==> src/sv/mse_pkg.sv <==
`timescale 1ns / 1ps
// ----------------------------------------------------------------------------
// mse_pkg
// Shared types and encodings for the MIPS-subset execute step core.
// ----------------------------------------------------------------------------
package mse_pkg;

    localparam int MEM_WORDS_DEF = 256;
    localparam int REG_COUNT     = 32;
    localparam int REG_IDX_W     = 5;
    localparam int PC_W          = 10;
    localparam int WORD_W        = 32;

    // Opcodes, bits 31..26 (bit 31 is the valid bit of the encoding)
    localparam logic [5:0] OP_SPECIAL = 6'd32;
    localparam logic [5:0] OP_BLTZ    = 6'd33;
    localparam logic [5:0] OP_J       = 6'd34;
    localparam logic [5:0] OP_LW      = 6'd35;
    localparam logic [5:0] OP_BEQ     = 6'd36;
    localparam logic [5:0] OP_ADDI    = 6'd40;
    localparam logic [5:0] OP_SW      = 6'd43;
    localparam logic [5:0] OP_MUL     = 6'd60;

    // Function codes of the special group, bits 5..0
    localparam logic [5:0] FN_SLL   = 6'd0;
    localparam logic [5:0] FN_SRL   = 6'd2;
    localparam logic [5:0] FN_JR    = 6'd8;
    localparam logic [5:0] FN_MOVZ  = 6'd10;
    localparam logic [5:0] FN_BREAK = 6'd13;
    localparam logic [5:0] FN_ADD   = 6'd32;
    localparam logic [5:0] FN_SUB   = 6'd34;
    localparam logic [5:0] FN_AND   = 6'd36;
    localparam logic [5:0] FN_OR    = 6'd37;

    typedef struct packed {
        logic                kind;
        logic [PC_W-1:0]     item_address;
        logic [WORD_W-1:0]   item_word;
    } item_t;

    typedef struct packed {
        logic [PC_W-1:0]          next_pc;
        logic                     halted;
        logic                     dest_written;
        logic [REG_IDX_W-1:0]     dest_index;
        logic signed [WORD_W-1:0] dest_value;
    } result_t;

    // Write-back portion of an executed instruction
    typedef struct packed {
        logic [PC_W-1:0]      next_pc;
        logic                 halted;
        logic                 wr;
        logic [REG_IDX_W-1:0] widx;
        logic [WORD_W-1:0]    wval;
        logic                 is_load;
    } wb_t;

    typedef struct packed {
        wb_t               wb;
        logic              mem_we;
        logic [WORD_W-1:0] mem_addr;
        logic [WORD_W-1:0] mem_wdata;
    } exec_t;

    typedef struct packed {
        logic                 en;
        logic [REG_IDX_W-1:0] addr;
        logic [WORD_W-1:0]    data;
    } rf_wr_t;

    typedef struct packed {
        logic              rd;
        logic              we;
        logic [WORD_W-1:0] addr;
        logic [WORD_W-1:0] wdata;
    } mem_req_t;

endpackage

==> src/sv/mse_alu.sv <==
`timescale 1ns / 1ps
// ----------------------------------------------------------------------------
// mse_alu
// Decode and execute of one item: register result, memory request and
// next pc. Purely combinational.
// ----------------------------------------------------------------------------
module mse_alu (
    input  mse_pkg::item_t              item,
    input  logic [mse_pkg::WORD_W-1:0]  a,
    input  logic [mse_pkg::WORD_W-1:0]  b,
    output mse_pkg::exec_t              ex
);

    logic [mse_pkg::WORD_W-1:0]    w;
    logic [5:0]                    op;
    logic [5:0]                    fn;
    logic [mse_pkg::REG_IDX_W-1:0] rt;
    logic [mse_pkg::REG_IDX_W-1:0] rd;
    logic [4:0]                    sa;
    logic [mse_pkg::WORD_W-1:0]    imm_ext;
    logic [mse_pkg::PC_W-1:0]      pc;
    logic [mse_pkg::PC_W-1:0]      pc4;
    logic [mse_pkg::PC_W-1:0]      offs;
    logic                          live;

    assign w       = item.item_word;
    assign op      = w[31:26];
    assign fn      = w[5:0];
    assign rt      = w[20:16];
    assign rd      = w[15:11];
    assign sa      = w[10:6];
    assign imm_ext = {{16{w[15]}}, w[15:0]};
    assign pc      = {item.item_address[mse_pkg::PC_W-1:2], 2'b00};
    assign pc4     = pc + 10'd4;
    // Low eight bits of a word offset or a jump index, times four
    assign offs    = {w[7:0], 2'b00};
    assign live    = w[31] && (w[30:0] != '0);

    always_comb
    begin
        ex              = '0;
        ex.wb.next_pc   = pc4;
        ex.mem_addr     = a + imm_ext;
        ex.mem_wdata    = b;
        if (item.kind)
        begin
            ex.wb.next_pc = item.item_address;
            ex.mem_we     = 1'b1;
            ex.mem_addr   = {22'd0, item.item_address};
            ex.mem_wdata  = w;
        end
        else if (live)
        begin
            case (op)
                mse_pkg::OP_SPECIAL:
                begin
                    case (fn)
                        mse_pkg::FN_ADD:
                        begin
                            ex.wb.wr = 1'b1; ex.wb.widx = rd; ex.wb.wval = a + b;
                        end
                        mse_pkg::FN_SUB:
                        begin
                            ex.wb.wr = 1'b1; ex.wb.widx = rd; ex.wb.wval = a - b;
                        end
                        mse_pkg::FN_AND:
                        begin
                            ex.wb.wr = 1'b1; ex.wb.widx = rd; ex.wb.wval = a & b;
                        end
                        mse_pkg::FN_OR:
                        begin
                            ex.wb.wr = 1'b1; ex.wb.widx = rd; ex.wb.wval = a | b;
                        end
                        mse_pkg::FN_MOVZ:
                        begin
                            if (b == '0)
                            begin
                                ex.wb.wr = 1'b1; ex.wb.widx = rd; ex.wb.wval = a;
                            end
                        end
                        mse_pkg::FN_SLL:
                        begin
                            // all-zero rt, rd and sa is a no-op
                            if ((rt != '0) || (rd != '0) || (sa != '0))
                            begin
                                ex.wb.wr = 1'b1; ex.wb.widx = rd; ex.wb.wval = b << sa;
                            end
                        end
                        mse_pkg::FN_SRL:
                        begin
                            ex.wb.wr = 1'b1; ex.wb.widx = rd; ex.wb.wval = b >> sa;
                        end
                        mse_pkg::FN_JR:
                        begin
                            ex.wb.next_pc = a[mse_pkg::PC_W-1:0];
                        end
                        mse_pkg::FN_BREAK:
                        begin
                            ex.wb.halted = 1'b1;
                        end
                        default:
                        begin
                        end
                    endcase
                end
                mse_pkg::OP_MUL:
                begin
                    ex.wb.wr = 1'b1; ex.wb.widx = rd; ex.wb.wval = a * b;
                end
                mse_pkg::OP_ADDI:
                begin
                    ex.wb.wr = 1'b1; ex.wb.widx = rt; ex.wb.wval = a + imm_ext;
                end
                mse_pkg::OP_LW:
                begin
                    ex.wb.wr = 1'b1; ex.wb.widx = rt; ex.wb.is_load = 1'b1;
                end
                mse_pkg::OP_SW:
                begin
                    ex.mem_we = 1'b1;
                end
                mse_pkg::OP_BEQ:
                begin
                    if (a == b)
                    begin
                        ex.wb.next_pc = pc4 + offs;
                    end
                end
                mse_pkg::OP_BLTZ:
                begin
                    if (a[mse_pkg::WORD_W-1])
                    begin
                        ex.wb.next_pc = pc4 + offs;
                    end
                end
                mse_pkg::OP_J:
                begin
                    ex.wb.next_pc = offs;
                end
                default:
                begin
                end
            endcase
        end
    end

endmodule

==> config.mk <==
export PLATFORM = sky130hd
export DESIGN_NAME = mse_alu
export DESIGN_NICKNAME = d
export VERILOG_FILES = /design/src/sv/mse_pkg.sv /design/src/sv/mse_alu.sv
export SDC_FILE = /design/constraint.sdc
export NUM_CORES = 2
export LEC_CHECK = 0
export BUFFER_PORTS_ARGS = -buffer_cell sky130_fd_sc_hd__buf_4
export CAP_MARGIN = 30
export CELL_PAD_IN_SITES_DETAIL_PLACEMENT = 0
export CELL_PAD_IN_SITES_GLOBAL_PLACEMENT = 1
export CORE_ASPECT_RATIO = 1.2
export CORE_MARGIN = 2
export CORE_UTILIZATION = 40
export DETAILED_ROUTE_END_ITERATION = 16
export PLACE_DENSITY = 0.72
export SYNTH_ARGS = -nofsm -noshare
export SYNTH_HDL_FRONTEND = slang
export SYNTH_SLANG_ARGS = --single-unit
==> constraint.sdc <==
create_clock -name vclk -period 10.6
set_input_delay 0.53 -clock vclk [all_inputs]
set_output_delay 0.53 -clock vclk [all_outputs]
set_load 0.02 [all_outputs]
==> impl_metrics.csv <==
group,metric,value,unit
status,outcome,"finished, final reports clean",
worst_setup_path,critical-path-top-delay-family,"adder cells",
flow_run,maxCapViolCount,0,
layout,fillers,6818,
global_route,grt_usage,0.3777,
worst_setup_path,cp-start-kind,"input pin",
sta,fin_crit_sh,0.9088,
layout,n_clock_buffer,0,
worst_setup_path,worstPathRequired,10070,ps
floorplanning,core,0.06611,sq mm
worst_setup_path,critical_path.max_fanout,16,
place,gp_congestion,1.008,
layout,layout-drive-gt1-share,0.09975,
floorplanning,die_w,240.3,um
worst_setup_path,slowest_delay,740,ps
place,place_hpwl,105800,um
route,final_antenna_net_count,0,
layout,mostFrequentLayoutCells,"inv_1 (493), nor2_1 (473), fa_1 (412)",
global_route,grt_max_degree,68,
global_route,grt-ovfl-total,0,
floorplanning,start_util,0.4055,
global_route,antenna_found_initial,4,
route,wire_per_inst,29.52,um
layout,area_growth,8.365,%
logic_synthesis,synthesis.nets,4305,
global_route,first_global_vias,27162,
route,vias,27106,
sta,fin_crit,9633,ps
floorplanning,io_pins,222,
logic_synthesis,ys_types,87,
layout,final_cells,4461,
sta,timing.final.hold_violations,0,
route,post-route-drc-count,0,
layout,nFlopsAndLatches,0,
clock_tree,cts_resized,0,
global_route,grt_pass1_wl,188800,um
floorplanning,die_h,287.6,um
route,via_per_inst,6.076,
logic_synthesis,synth.avg_cell_area,7.596,sq um
clock_tree,ctsHoldBuffers,0,
sta,slew_headroom,0.2718,
route,wl,131700,um
worst_setup_path,worstPathArrival,9100,ps
sta,setup_tns,0,ps
sta,finalSetupViolations,0,
layout,final_common_cell,"inv_1",
worst_setup_path,endpoint_kind,"output port",
logic_synthesis,yosys_warnings,0,
place,portBuffers,222,
worst_setup_path,worst_path_most_repeated_cell,"fa_1",
route,drtPass1Iterations,8,
sta,tightest_slew,1081,ps
sta,slew_viol_final,0,
clock_tree,cts_setup_buffers,0,
layout,seq_area,0,sq um
worst_setup_path,crit_buf_inv,6,
route,drt_iter0_drc,2519,
place,dp_cells,4461,
hold_path,hp-class,"in -> out",
worst_setup_path,critPathSlowestCell,"inv_1",
layout,num_antenna_cells,0,
sta,fmax,0.1038,GHz
logic_synthesis,yosysSeqAreaShare,0,
sta,grt_setup_unrepaired,"no",
layout,finalNetCount,4347,
worst_setup_path,path_class,"in -> out",
logic_synthesis,synthCells,3529,
logic_synthesis,synth_area,0.02681,sq mm
floorplanning,num_rows,103,
floorplanning,die_area,0.06911,sq mm
through the flow:
stage	worst slack, ps	hold slack [ps]	util	cell area [sq um]
CTS	1084	1381	0.4394	29050
detailed placement	1107	1381	0.4394	29050
global route	798.8	1418	0.4394	29050
global placement	940.6	1377	0.4392	29040
finish	967.0	1376	0.4394	29050
floorplan	2691	1228	-	26810
cells by family after synthesis:
family | count (synthesis) | synth area share
AOI/OAI and AO/OA | 732 | 0.1791
xor gates and xnor gates | 148 | 0.04836
adders and majority gates | 669 | 0.4277
buffers and inverters | 747 | 0.1067
muxes | 123 | 0.06082
and+or+nand+nor | 1110 | 0.1774
synthesized netlist by cell type, drive strengths merged (18+ instances only):
cell    number  area (sq um)
a211oi      47         352.8
a21o        45         337.8
a21oi      179         899.6
a31oi       26         162.7
and3        18         112.6
buf         62         289.0
clkbuf     170         638.1
clkinv      20         75.07
fa         412          8248
ha         257          3216
inv        495          1858
mux2        19         214.0
mux2i       74         740.7
mux4        30         675.7
nand2      387          1453
nand2b      20         125.1
nand3       44         220.2
nor2       474          1782
nor3        50         255.3
nor4        21         131.4
o211ai      25         187.7
o21a        19         142.6
o21ai      173         865.8
o21bai      22         165.2
o22ai       35         219.0
xnor2      102         893.4
xor2        46         402.9
worst paths after layout:
check	start	to	depth (start not counted)
worst min-delay path	item[25]	ex[25]	4
worst max-delay path	b[14]	ex[95]	26
area by class of cell:
cell class / instances / area [sq um] / area share
Multi-Input combinational cell: 2782 / 23960 / 0.8249
Tap cell: 892 / 1116 / 0.03842
Inverter: 515 / 1933 / 0.06655
Timing Repair Buffer: 272 / 2037 / 0.07012
layer usage:
layer	GRT usage	wire (um)
met1	0.4688	50210
met2	0.6040	59080
met3	0.07096	11860
met4	0.2377	10530
met5	0	29
Power is left out: the tool's default activity adds up to more than one toggle a clock period on the data nets, which glitch-free logic cannot reach.
