==> src/sv/mse_pkg.sv <==
`timescale 1ns / 1ps
// ----------------------------------------------------------------------------
// mse_pkg
// Shared types and encodings for the MIPS-subset execute step core.
// ----------------------------------------------------------------------------
package mse_pkg;

    localparam int MEM_WORDS_DEF = 256;
    localparam int REG_COUNT     = 32;
    localparam int REG_IDX_W     = 5;
    localparam int PC_W          = 10;
    localparam int WORD_W        = 32;

    // Opcodes, bits 31..26 (bit 31 is the valid bit of the encoding)
    localparam logic [5:0] OP_SPECIAL = 6'd32;
    localparam logic [5:0] OP_BLTZ    = 6'd33;
    localparam logic [5:0] OP_J       = 6'd34;
    localparam logic [5:0] OP_LW      = 6'd35;
    localparam logic [5:0] OP_BEQ     = 6'd36;
    localparam logic [5:0] OP_ADDI    = 6'd40;
    localparam logic [5:0] OP_SW      = 6'd43;
    localparam logic [5:0] OP_MUL     = 6'd60;

    // Function codes of the special group, bits 5..0
    localparam logic [5:0] FN_SLL   = 6'd0;
    localparam logic [5:0] FN_SRL   = 6'd2;
    localparam logic [5:0] FN_JR    = 6'd8;
    localparam logic [5:0] FN_MOVZ  = 6'd10;
    localparam logic [5:0] FN_BREAK = 6'd13;
    localparam logic [5:0] FN_ADD   = 6'd32;
    localparam logic [5:0] FN_SUB   = 6'd34;
    localparam logic [5:0] FN_AND   = 6'd36;
    localparam logic [5:0] FN_OR    = 6'd37;

    typedef struct packed {
        logic                kind;
        logic [PC_W-1:0]     item_address;
        logic [WORD_W-1:0]   item_word;
    } item_t;

    typedef struct packed {
        logic [PC_W-1:0]          next_pc;
        logic                     halted;
        logic                     dest_written;
        logic [REG_IDX_W-1:0]     dest_index;
        logic signed [WORD_W-1:0] dest_value;
    } result_t;

    // Write-back portion of an executed instruction
    typedef struct packed {
        logic [PC_W-1:0]      next_pc;
        logic                 halted;
        logic                 wr;
        logic [REG_IDX_W-1:0] widx;
        logic [WORD_W-1:0]    wval;
        logic                 is_load;
    } wb_t;

    typedef struct packed {
        wb_t               wb;
        logic              mem_we;
        logic [WORD_W-1:0] mem_addr;
        logic [WORD_W-1:0] mem_wdata;
    } exec_t;

    typedef struct packed {
        logic                 en;
        logic [REG_IDX_W-1:0] addr;
        logic [WORD_W-1:0]    data;
    } rf_wr_t;

    typedef struct packed {
        logic              rd;
        logic              we;
        logic [WORD_W-1:0] addr;
        logic [WORD_W-1:0] wdata;
    } mem_req_t;

endpackage

==> src/sv/mse_regfile.sv <==
`timescale 1ns / 1ps
// ----------------------------------------------------------------------------
// mse_regfile
// 32 x 32 register file, one write and two registered reads per cycle.
// Entries read as zero until first written; a same-cycle write is bypassed.
// ----------------------------------------------------------------------------
module mse_regfile (
    input  logic                             clk,
    input  logic                             rst_n,
    input  logic                             rd_en,
    input  logic [mse_pkg::REG_IDX_W-1:0]    ra,
    input  logic [mse_pkg::REG_IDX_W-1:0]    rb,
    input  mse_pkg::rf_wr_t                  wr,
    output logic [mse_pkg::WORD_W-1:0]       a,
    output logic [mse_pkg::WORD_W-1:0]       b
);

    logic [mse_pkg::WORD_W-1:0]    mem_q [mse_pkg::REG_COUNT];
    logic [mse_pkg::REG_COUNT-1:0] vld_reg;
    logic [mse_pkg::WORD_W-1:0]    a_mem_reg;
    logic [mse_pkg::WORD_W-1:0]    b_mem_reg;
    logic [mse_pkg::WORD_W-1:0]    byp_data_reg;
    logic                          a_hit_reg;
    logic                          b_hit_reg;
    logic                          a_vld_reg;
    logic                          b_vld_reg;

    always_ff @(posedge clk or negedge rst_n)
    begin
        if (!rst_n)
        begin
            vld_reg   <= '0;
            a_hit_reg <= 1'b0;
            b_hit_reg <= 1'b0;
            a_vld_reg <= 1'b0;
            b_vld_reg <= 1'b0;
        end
        else
        begin
            if (wr.en)
            begin
                vld_reg[wr.addr] <= 1'b1;
            end
            if (rd_en)
            begin
                a_hit_reg <= wr.en && (wr.addr == ra);
                b_hit_reg <= wr.en && (wr.addr == rb);
                a_vld_reg <= vld_reg[ra];
                b_vld_reg <= vld_reg[rb];
            end
        end
    end

    always_ff @(posedge clk)
    begin
        if (wr.en)
        begin
            mem_q[wr.addr] <= wr.data;
        end
        if (rd_en)
        begin
            a_mem_reg    <= mem_q[ra];
            b_mem_reg    <= mem_q[rb];
            byp_data_reg <= wr.data;
        end
    end

    assign a = a_hit_reg ? byp_data_reg : (a_vld_reg ? a_mem_reg : '0);
    assign b = b_hit_reg ? byp_data_reg : (b_vld_reg ? b_mem_reg : '0);

endmodule

==> config.mk <==
export PLATFORM = sky130hd
export DESIGN_NAME = mse_regfile
export DESIGN_NICKNAME = d
export VERILOG_FILES = /design/src/sv/mse_pkg.sv /design/src/sv/mse_regfile.sv
export SDC_FILE = /design/constraint.sdc
export NUM_CORES = 1
export LEC_CHECK = 0
export ABC_AREA = 0
export BUFFER_PORTS_ARGS = -buffer_cell sky130_fd_sc_hd__buf_2
export CAP_MARGIN = 0
export CORE_MARGIN = 2
export CORE_UTILIZATION = 41
export CTS_BUF_LIST = sky130_fd_sc_hd__clkbuf_8
export CTS_CLUSTER_DIAMETER = 100
export DETAILED_ROUTE_END_ITERATION = 7
export SLEW_MARGIN = 20
export SYNTH_ARGS = -nofsm -noshare
export SYNTH_HDL_FRONTEND = slang
export SYNTH_SLANG_ARGS = --single-unit
export TNS_END_PERCENT = 5
==> constraint.sdc <==
create_clock -name clk -period 2.3 [get_ports clk]
set_input_delay 0.23 -clock clk [delete_from_list [all_inputs] [get_ports clk]]
set_output_delay 0.23 -clock clk [all_outputs]
set_load 0.1 [all_outputs]
==> out/summary.json, run 1 <==
{
  "run_status": {
    "outcome": "finished, violations left",
    "failing_checks": "negative setup slack"
  },
  "power_and_ir_drop": {
    "power_switching_share": 0.254,
    "p_comb_frac": 0.135,
    "switching_power_w": 0.0124,
    "design_internal_power_w": 0.0365,
    "vdd_ir_max_v": 0.000675,
    "power.share.clock": 0.374,
    "p_leak_nw": 20.8,
    "power-per-cell-area_nw_per_um2": 769,
    "power.sequential.fraction": 0.490
  },
  "worst_setup_path": {
    "worst_ep_required_time_ns": 2.07,
    "reg2reg_from": "b_hit_reg$_DFFE_PN0P_",
    "cp_data_arrival_time_ns": 2.38,
    "beginning_of_the_critical_path": "a_hit_reg$_DFFE_PN0P_",
    "cell_with_the_most_instances_on_the_worst_path": "buf_12",
    "path_max_fanout": 6,
    "cp_slowest_stage_delay_ns": 0.50,
    "setup.worst_path.end": "a[13]",
    "worst_setup_path_start_kind": "flip-flop",
    "worst-r2r-cell-count": 4,
    "critical_path.reg2reg.endpoint": "b_hit_reg$_DFFE_PN0P_",
    "crit_path_top_delay_cell": "dfrtp_2",
    "cells_traversed_along_the_worst_timing_path": "nor2b_4 > buf_6 > buf_12 > buf_12 > a22o_4 > buf_12",
    "crit_type": "flip-flop to output pin",
    "worst_setup_path_end_kind": "output pin",
    "worst-r2r-setup-slack_ns": 0.31
  },
  "detailed_routing": {
    "drtPass1Iterations": 5,
    "avgViaCountPerCell": 6.38,
    "count_of_nets_left_with_antenna_violations_after_detail_routing": 0,
    "detailroute.via_count": 28800,
    "wl_per_cell_um": 35.8,
    "number_of_drc_violations_after_detailed_routing": 0,
    "wirelength_routed_um": 162000,
    "detail_route.iter0.violations": 3673
  },
  "placed_design": {
    "hpwl_after_detailed_placement_um": 94800,
    "detailed_place.area_um2": 58700,
    "gp_congestion": 0.823,
    "port_buffers": 114
  },
  "synth": {
    "synth-edff-count": 1120,
    "synth_async_sr_flop_share": 0.0311,
    "synth_top_area_share": 0.644,
    "ys.flop_type": "edfxtp_1",
    "avgSynthCellArea_um2": 22.9,
    "synth.net_count": 2335,
    "yosysWarningCount": 0,
    "ys_types": 33,
    "synth_most_common_cell": "edfxtp_1",
    "synthTopCellsByArea": "edfxtp_1 64%, mux4_2 28%, dfrtp_1 1.7%",
    "synthCells": 2284,
    "sequential_fraction_of_the_synthesis_area": 0.661,
    "ys_seq_elements": 1156,
    "netlist_top_cells_count": "1,120 x edfxtp_1, 640 x mux4_2, 93 x clkbuf_1",
    "synth_top_cell_by_area": "edfxtp_1",
    "synth.cell_area_um2": 52200
  },
  "global_routing": {
    "via_count_of_the_first_global_routing_pass": 30100,
    "global_route.usage.total": 0.251,
    "gr-total-overflow": 0,
    "maximum_number_of_pins_on_one_net_before_global_route_repair": 48,
    "antenna_found_initial": 10,
    "grt_first_pass_wirelength_um": 228000
  },
  "timing": {
    "layout_setup_ws_ns": -0.311,
    "fin_tns_setup_ns": -13.52,
    "final.min_clock_period_ns": 2.61,
    "slew-limit-headroom": 0.320,
    "final_hold_violations": 0,
    "slew_viol_final": 0,
    "clock.fmax_ghz": 0.383,
    "grt_setup_unrepaired": "true",
    "final_min_period_over_clock_period": 1.14,
    "worst_slew_pin_slew_ns": 1.02,
    "worst_clock_skew_ns": 0.0365,
    "finalSetupViolCount": 63
  },
  "final_layout": {
    "largest_register_ffs": 1024,
    "multi_input_comb_area_um2": 17500,
    "top_register": "mem_q",
    "finish.instance_area_um2": 63600,
    "drive_above_1_share": 0.506,
    "syn2layout_area_growth_pct": 21.9,
    "final_net_count": 2759,
    "regArea_um2": 34500,
    "final.fill_count": 9796,
    "utilization": 0.505
  },
  "cts": {
    "clkSlewWorstSetupHoldPaths_ns": 0.07,
    "clock_tree_from_tritoncts": "built",
    "htree_levels": 4,
    "worstSkewPairLatency_ns": 0.88,
    "clockRootBuffer": "clkbuf_8",
    "clock_sinks": 1156,
    "cts-buffers-inserted": 188,
    "clk_path_buf_depth": 3
  },
  "flow_run": {
    "drv.max_cap_violation_count": 0
  },
  "floorplan": {
    "core-area_um2": 126000,
    "placement_rows": 130,
    "start_util": 0.414,
    "die_area_um2": 130000,
    "dieWidth_um": 361,
    "ios": 115,
    "die_height_um": 361
  },
  "worst_hold_path": {
    "hold_class": "input port to flip-flop"
  }
}
worst min-delay path by stage:
stage | from | endpoint | slack [ns] | depth (start not counted)
floorplan | rst_n | a_hit_reg$_DFFE_PN0P_ | -0.07 | 0
global placement | rst_n | a_hit_reg$_DFFE_PN0P_ | 0.38 | 1
detailed placement | rst_n | a_hit_reg$_DFFE_PN0P_ | 0.40 | 1
CTS | ra[4] | a_vld_reg$_DFFE_PN0P_ | 0.01 | 3
global route | ra[4] | a_mem_reg[25]$_DFFE_PP_ | 0.07 | 2
finish | ra[4] | a_vld_reg$_DFFE_PN0P_ | 0.09 | 3
worst max-delay path: cells and delay by family (launching register included):
kind	cells	cell delay [ns]
buffers and inverters	4	0.57
flip-flops	1	0.50
AND/OR/NAND/NOR	1	0.23
AO/OA/AOI/OAI	1	0.16
repair_timing:
action                                  4_1_cts  5_1_grt
hold endpoints to repair                   1111        0
cloned                                        6        0
endpoints found under the setup margin       64       64
buffers inserted                              8        0
hold buffers                                 41        0
gates resized for setup                      78        9
pin swaps                                    12       15
metrics by stage:
step,total power [W],instances,hold slack [ns],setup slack (ns)
after floorplan,0.0280,2284,-0.0656,-0.528
after global placement,0.0305,4115,0.377,-0.108
after detailed placement,0.0306,4115,0.396,-0.145
after CTS,0.0493,4517,0.0119,-0.348
after global routing,0.0504,4516,0.0688,-0.341
final,0.0489,4517,0.0877,-0.311
layer usage:
layer  GRT usage  wire, µm
met4      0.0765      4310
met5           0        24
met3      0.0671     18700
met2       0.386     75400
met1       0.353     63300
cells in the final DEF, fill, tap and decap left out, drive strengths merged, types with 5 or more instances in the layout:
cell type	Yosys	routed
inv	2	57
a21oi	6	6
nor2b	6	6
xnor2	8	8
nand2	14	14
mux2i	32	32
or2	32	32
buf	87	372
a22oi	6	6
nand3b	5	5
bufinv	0	17
mux4	640	640
edfxtp	1120	1120
dfrtp	36	36
a22o	64	64
mux2	64	64
clkbuf	93	195
dlygate4sd3	0	41
clkinv	0	76
nor2	37	37
layout make-up:
cell class | instances | area share
Antenna cell | 2 | 0.0000786
Clock buffer | 195 | 0.0422
Clock inverter | 152 | 0.0177
Inverter | 2 | 0.000118
Multi-Input combinational cell | 946 | 0.275
Sequential cell | 1156 | 0.543
Tap cell | 1650 | 0.0324
Timing Repair Buffer | 414 | 0.0898
cells by family after synthesis:
group / synth area share
AOI/OAI and AO/OA: 0.0136
xor gates and xnor gates: 0.00168
buffers and inverters: 0.0162
DFF: 0.661
muxes: 0.296
and+or+nand+nor: 0.0114
power groups by stage:
| stage | Sequential [W] | Combinational [W] | Clock (W) |
|---|---|---|---|
| 2_1_floorplan | 0.0243 | 0.00370 | 0 |
| 3_3_place_gp | 0.0244 | 0.00617 | 0 |
| 3_5_place_dp | 0.0244 | 0.00623 | 0 |
| 4_1_cts | 0.0240 | 0.00664 | 0.0187 |
| 5_1_grt | 0.0240 | 0.00686 | 0.0195 |
| 6_report | 0.0240 | 0.00661 | 0.0183 |
Power figures use the tool's default switching activity.
==> run 2: changes to the inputs <==
--- a/config.mk
+++ b/config.mk
@@ -8,7 +8,7 @@
 export ABC_AREA = 0
 export BUFFER_PORTS_ARGS = -buffer_cell sky130_fd_sc_hd__buf_2
 export CAP_MARGIN = 0
-export CORE_MARGIN = 2
+export CORE_MARGIN = 10
 export CORE_UTILIZATION = 41
 export CTS_BUF_LIST = sky130_fd_sc_hd__clkbuf_8
 export CTS_CLUSTER_DIAMETER = 100
==> out/summary.json, run 2 (synthesis gave the netlist of run 1 again) <==
{
  "run_status": {
    "outcome": "finished, violations left",
    "failing_checks": "negative setup slack"
  },
  "worst_setup_path": {
    "critPathTopFamily": "flip-flops",
    "worst-path-buf-inv": 3,
    "critical_path.reg2reg.endpoint": "a_mem_reg[21]$_DFFE_PP_",
    "path_max_fanout": 8,
    "path_depth": 5,
    "cp_slowest_stage_delay_ns": 0.55,
    "worst_setup_path_start_kind": "flip-flop",
    "worst_ep_required_time_ns": 2.07,
    "crit_type": "flip-flop to output pin",
    "worst-r2r-cell-count": 3,
    "setup.worst_path.end": "a[2]",
    "cells_traversed_along_the_worst_timing_path": "nor2b_4 > buf_12 > clkbuf_16 > a22o_4 > buf_12",
    "crit_path_top_delay_cell": "dfrtp_4",
    "reg2reg_from": "mem_q[9][21]$_DFFE_PP_",
    "cp_data_arrival_time_ns": 2.37,
    "worst-r2r-setup-slack_ns": 0.30,
    "beginning_of_the_critical_path": "a_hit_reg$_DFFE_PN0P_",
    "worst_setup_path_end_kind": "output pin",
    "cell_with_the_most_instances_on_the_worst_path": "buf_12"
  },
  "cts": {
    "clkSlewWorstSetupHoldPaths_ns": 0.06,
    "htree_levels": 4,
    "clockRootBuffer": "clkbuf_8",
    "clk_path_buf_depth": 3,
    "cts-buffers-inserted": 184,
    "worstSkewPairLatency_ns": 0.90,
    "clock_tree_from_tritoncts": "built",
    "clock_sinks": 1156
  },
  "power_and_ir_drop": {
    "p_leak_nw": 20.5,
    "vdd_ir_max_v": 0.000649,
    "power-per-cell-area_nw_per_um2": 748
  },
  "timing": {
    "final_min_period_over_clock_period": 1.13,
    "worst_clock_skew_ns": 0.0349,
    "clock.fmax_ghz": 0.384,
    "final_hold_violations": 0,
    "slew_viol_final": 0,
    "fin_tns_setup_ns": -11.35,
    "slew-limit-headroom": 0.379,
    "finalSetupViolCount": 64,
    "grt_setup_unrepaired": "true",
    "layout_setup_ws_ns": -0.305,
    "final.min_clock_period_ns": 2.60,
    "worst_slew_pin_slew_ns": 0.932
  },
  "placed_design": {
    "gp_congestion": 0.819,
    "hpwl_after_detailed_placement_um": 95500,
    "port_buffers": 114,
    "placed_cells": 4099
  },
  "global_routing": {
    "gr-total-overflow": 0,
    "global_route.usage.total": 0.227,
    "maximum_number_of_pins_on_one_net_before_global_route_repair": 48,
    "via_count_of_the_first_global_routing_pass": 30100,
    "antenna_found_initial": 8,
    "grt_first_pass_wirelength_um": 228000
  },
  "worst_hold_path": {
    "hold_class": "input port to async pin"
  },
  "final_layout": {
    "layout.cells.most_common": "edfxtp_1",
    "final_net_count": 2738,
    "layout_common_cells": "1,120 x edfxtp_1, 640 x mux4_2, 187 x clkbuf_8",
    "syn2layout_area_growth_pct": 20.6,
    "top_register": "mem_q",
    "largest_register_ffs": 1024,
    "utilization": 0.500,
    "finalNonFillerCells": 4492,
    "drive_above_1_share": 0.502
  },
  "floorplan": {
    "ios": 115,
    "placement_rows": 130,
    "dieWidth_um": 377,
    "die_area_um2": 142000,
    "die_height_um": 377,
    "start_util": 0.414,
    "core-area_um2": 126000
  },
  "detailed_routing": {
    "wirelength_routed_um": 161000,
    "detailroute.via_count": 28700,
    "wl_per_cell_um": 35.9,
    "count_of_nets_left_with_antenna_violations_after_detail_routing": 0,
    "avgViaCountPerCell": 6.39,
    "drtPass1Iterations": 5,
    "number_of_drc_violations_after_detailed_routing": 0,
    "detail_route.iter0.violations": 3388
  },
  "flow_run": {
    "drv.max_cap_violation_count": 0
  }
}
-- run 2: stage by stage --
stage	cell area, µm²	hold slack (ns)	setup slack [ns]	total power, W
after global routing	63000	0.0758	-0.378	0.0488
after global placement	58400	0.373	-0.0867	0.0305
final	63000	0.0583	-0.305	0.0471
after detailed placement	58400	0.390	-0.0842	0.0306
after CTS	62700	0.00366	-0.343	0.0474
after floorplan	52300	-0.0656	-0.528	0.0280
-- run 2: area by class of cell --
class / count / area [µm²]
inverter: 2 / 7.51
timing repair buffer: 397 / 5330
antenna: 2 / 5.00
fill: 9826 / 63100
clock buffer: 187 / 2570
clock inverter: 152 / 856
sequential: 1156 / 34500
multi-input combinational: 946 / 17600
tap: 1650 / 2060
-- run 2: worst min path at each step --
stage / start / end / slack (ns) / cells past startpoint
2_1_floorplan: rst_n / a_hit_reg$_DFFE_PN0P_ / -0.07 / 0
3_3_place_gp: rst_n / b_hit_reg$_DFFE_PN0P_ / 0.37 / 1
3_5_place_dp: rst_n / b_hit_reg$_DFFE_PN0P_ / 0.39 / 1
4_1_cts: rst_n / a_hit_reg$_DFFE_PN0P_ / 0.004 / 2
5_1_grt: rst_n / a_hit_reg$_DFFE_PN0P_ / 0.08 / 2
6_report: rst_n / a_hit_reg$_DFFE_PN0P_ / 0.06 / 2
-- run 2: timing repair --
action	CTS	global route
pin swaps	25	9
cloned	0	2
endpoints found under the hold margin	1122	0
resized for setup	76	19
hold buffers	45	0
endpoints found under the setup margin	64	64
setup buffers	1	5
-- run 2: report_power, final --
part	switching (W)	internal (W)	leakage, nW	total (W)
clock network	0.00832	0.00831	1.95	0.0166
logic	0.00359	0.00291	7.99	0.00650
registers	0.000320	0.0237	10.6	0.0240
total	0.0122	0.0349	20.5	0.0471
-- run 2: per-layer routing --
metal,vias to the layer above,global-route usage,routed length [µm]
met1,15600,0.312,62200
met3,282,0.0602,18200
met4,2,0.0704,4490
li1,11000,-,-
met5,-,0,9
met2,1789,0.354,76300
